File: src/rtl/core/pnguf_ram.sv
// ----------------------------------------------------------------------------
// pnguf_ram
// Generic single write port, single read port RAM with registered read data.
// ----------------------------------------------------------------------------
module pnguf_ram #(
	parameter int WIDTH = 8,
	parameter int DEPTH = 256
) (
	input  logic                     clk,
	input  logic                     we,
	input  logic [$clog2(DEPTH)-1:0] waddr,
	input  logic [WIDTH-1:0]         wdata,
	input  logic                     re,
	input  logic [$clog2(DEPTH)-1:0] raddr,
	output logic [WIDTH-1:0]         rdata
);

	logic [WIDTH-1:0] mem [DEPTH];

	always_ff @(posedge clk) begin
		if (we)
			mem[waddr] <= wdata;
	end

	always_ff @(posedge clk) begin
		if (re)
			rdata <= mem[raddr];
	end

endmodule

File: config.mk
export PLATFORM = sky130hd
export DESIGN_NAME = pnguf_ram
export DESIGN_NICKNAME = d
export VERILOG_FILES = /design/src/rtl/core/pnguf_ram.sv
export SDC_FILE = /design/constraint.sdc
export NUM_CORES = 2
export LEC_CHECK = 0
export ABC_AREA = 1
export BUFFER_PORTS_ARGS = -buffer_cell sky130_fd_sc_hd__buf_2
export CELL_PAD_IN_SITES_DETAIL_PLACEMENT = 1
export CELL_PAD_IN_SITES_GLOBAL_PLACEMENT = 1
export CORE_MARGIN = 2
export CORE_UTILIZATION = 30
export DETAILED_ROUTE_END_ITERATION = 7
export PLACE_DENSITY_LB_ADDON = 0.08
export SKIP_CTS_REPAIR_TIMING = 1
export SYNTH_ARGS = -nofsm -noshare
export SYNTH_HDL_FRONTEND = slang
export SYNTH_SLANG_ARGS = --single-unit
File: constraint.sdc
create_clock -name clk -period 1.7 [get_ports clk]
set_clock_uncertainty 0.2 [all_clocks]
set_input_delay 0.085 -clock clk [delete_from_list [all_inputs] [get_ports clk]]
set_output_delay 0.085 -clock clk [all_outputs]
set_load 0.03 [all_outputs]
==> results.md <==
- Run status: finished with violations
- Failing checks: negative hold slack, negative setup slack
- Crit path max-delay cell type: edfxtp_1
- Hold WC Path Type: in -> reg
- Initial antenna violation count: 18
- Fill cells: 29200
- Critical path required time: roughly 2200 ps
- Met1 wire length: 139 mm
- Boundary pin count: 35
- Total number of H-tree levels: 4
- CP most frequent cell: nand3_1
- Crit Path Max Fanout: 1
- Global route total overflow: 0
- Commonest non-fill, non-tap cells in the layout: nand2_1, edfxtp_1, nand3_1
- Max Used Layer: met4
- Final core occ: 0.382
- Final setup margin: -305 ps
- Fmax: about 500 MHz
- Largest net degree at the start of global routing: 73
- Max Cap Viol: 0
- Clock root cell: clkbuf_16
- Unrepaired setup endpoints after global routing: yes
- Core area: 0.277 mm^2
- Worst Setup Start Kind: flip-flop
- Starting DRT DRC Count: ~4300
- Most common cell after layout, fill and taps aside: nand2_1
- Syn_area_per_cell: about 12 um^2
- YS warnings: 0
- WS Path Type: reg -> reg
- DRC viols: 0
- Crit path largest cell delay: 370 ps
- Slew @ Worst Pin: 924 ps
- CTS clock-pin slew for the worst setup and hold paths: 60 ps
- Layout cell share with drive strength beyond 1: 0.215
- Clock Latency Late Sink: just over 900 ps
- DR vias: 57100
- Post-layout nets: 7659
- Post-route clock period utilization: 1.18
- WL per Instance: 26.4 um
- Row cnt: 193
- CTS tree: yes
- Met2 WL post-DR: 147 mm
- Num CTS Buffers: 239
- #FFs+latches synth: slightly above 2000
- Seq/Total Area, Yosys: 0.740
- Vias in the first global route: 58900
- LEAKAGE: 37.7 nW
- Met3 WL post-DR: 11.5 mm
- CP Cell Sequence: nand2_1 > nand3_1 > nand3_1 > nand3_1 > nand3_2 > nand3_1 > nand3_4 > nand2_4 > nand2_2 > nand2_1
- First-pass GRT wire length: 433 mm
- Library cells used by synthesis: 13
- GRT Resource Usage Total: 0.209
- Rel. slew slack: 0.382
- Die height: 532 um
- Worst vdd ir: about 750 uV
- P per Cell Area: about 1100 mW/mm^2
- Clock buffer depth: 4
- Final hold violation count: 32
- Total routed wirelength: 304 mm
- Die Wd: between 500 and 600 um
- Starting Density: 0.302
- Fin crit period: 2010 ps
- Drt pass-1 iters: 7
- Worst setup EP type: flip-flop
- Hold Slack: -32.0 ps
- WP data arrival: 2460 ps
- DRT antenna net count: 0
- Mapped Nets: around 7000
- Dpl hpwl: 194 mm
- Detail-routed via count per cell: 4.95
- RD Place Congestion: 0.795
- Clk sinks: 2056
- Final setup viols: 194
- Worst slack at placement: -1760 ps
- Area grow syn2layout: 26.5%
- Fin. max-slew vios: 0
- Die area: 0.282 mm^2
- Post-Syn Area: 0.0835 mm^2
- PortBufs: 34
- Mapped Cells: 7003
[per-stage QoR]
stage	power (mW)	std cells	cell area (um^2)	setup TNS (ps)
3_5_place_dp	65.3	11100	94400	-410340
4_1_cts	117	11500	102000	-9690
5_1_grt	120	11500	106000	-35700
2_1_floorplan	60.5	7003	83600	-16530
3_3_place_gp	65.3	11100	94400	-382990
6_report	117	11500	106000	-11450
[logic make-up after synthesis]
logic type / after synthesis / synth area share
buffers and inverters: 522 / 0.0312
DFF: 2056 / 0.740
and+or+nand+nor: 4425 / 0.229
[final cells by class]
type	count	area, um^2	share of cell area
Antenna cell	6	15.0	0.000142
Clock buffer	292	6260	0.0593
Clock inverter	145	1440	0.0137
Inverter	39	183	0.00173
Multi-Input combinational cell	4425	22300	0.211
Sequential cell	2056	61700	0.585
Tap cell	3705	4640	0.0439
Timing Repair Buffer	871	9000	0.0853
[Yosys cell counts (all sizes together)]
master  number  share of area
nand2     2123          0.095
nor2       283          0.013
buf        371          0.024
inv         39         0.0018
nand3     2019           0.12
clkbuf     112         0.0050
edfxtp    2056           0.74
[worst paths after layout]
kind / to / from / slack [ps] / cells past startpoint
worst min-delay path: mem[156][2] / waddr[1] / -30 / 8
worst max register to register: rdata[5] / mem[206][5] / -310 / 10
worst min register to register: rdata[4] / mem[180][4] / 1000 / 10
worst max-delay path: rdata[5] / mem[206][5] / -310 / 10
[state kept, by name (all words and copies together), names as in the netlist]
register and count:
rdata 8, mem 2048
[metal layers]
metal  track usage  vias up
met2         0.350     1021
met5             0        -
met3        0.0236      356
met1         0.291    29500
met4        0.0452        0
li1              -    26200
[power by group]
group / internal (mW) / switching, mW / total (mW)
clock network: 30.2 / 21.4 / 51.6
logic: 2.82 / 6.25 / 9.07
registers: 55.9 / 0.0634 / 56.0
[worst max-delay path, delay by kind of cell, from the launching register on]
kind | cells | cell delay [ps]
flops | 1 | 370
simple gates | 10 | 1180
Note: power is estimated with default switching activity, not from simulation.
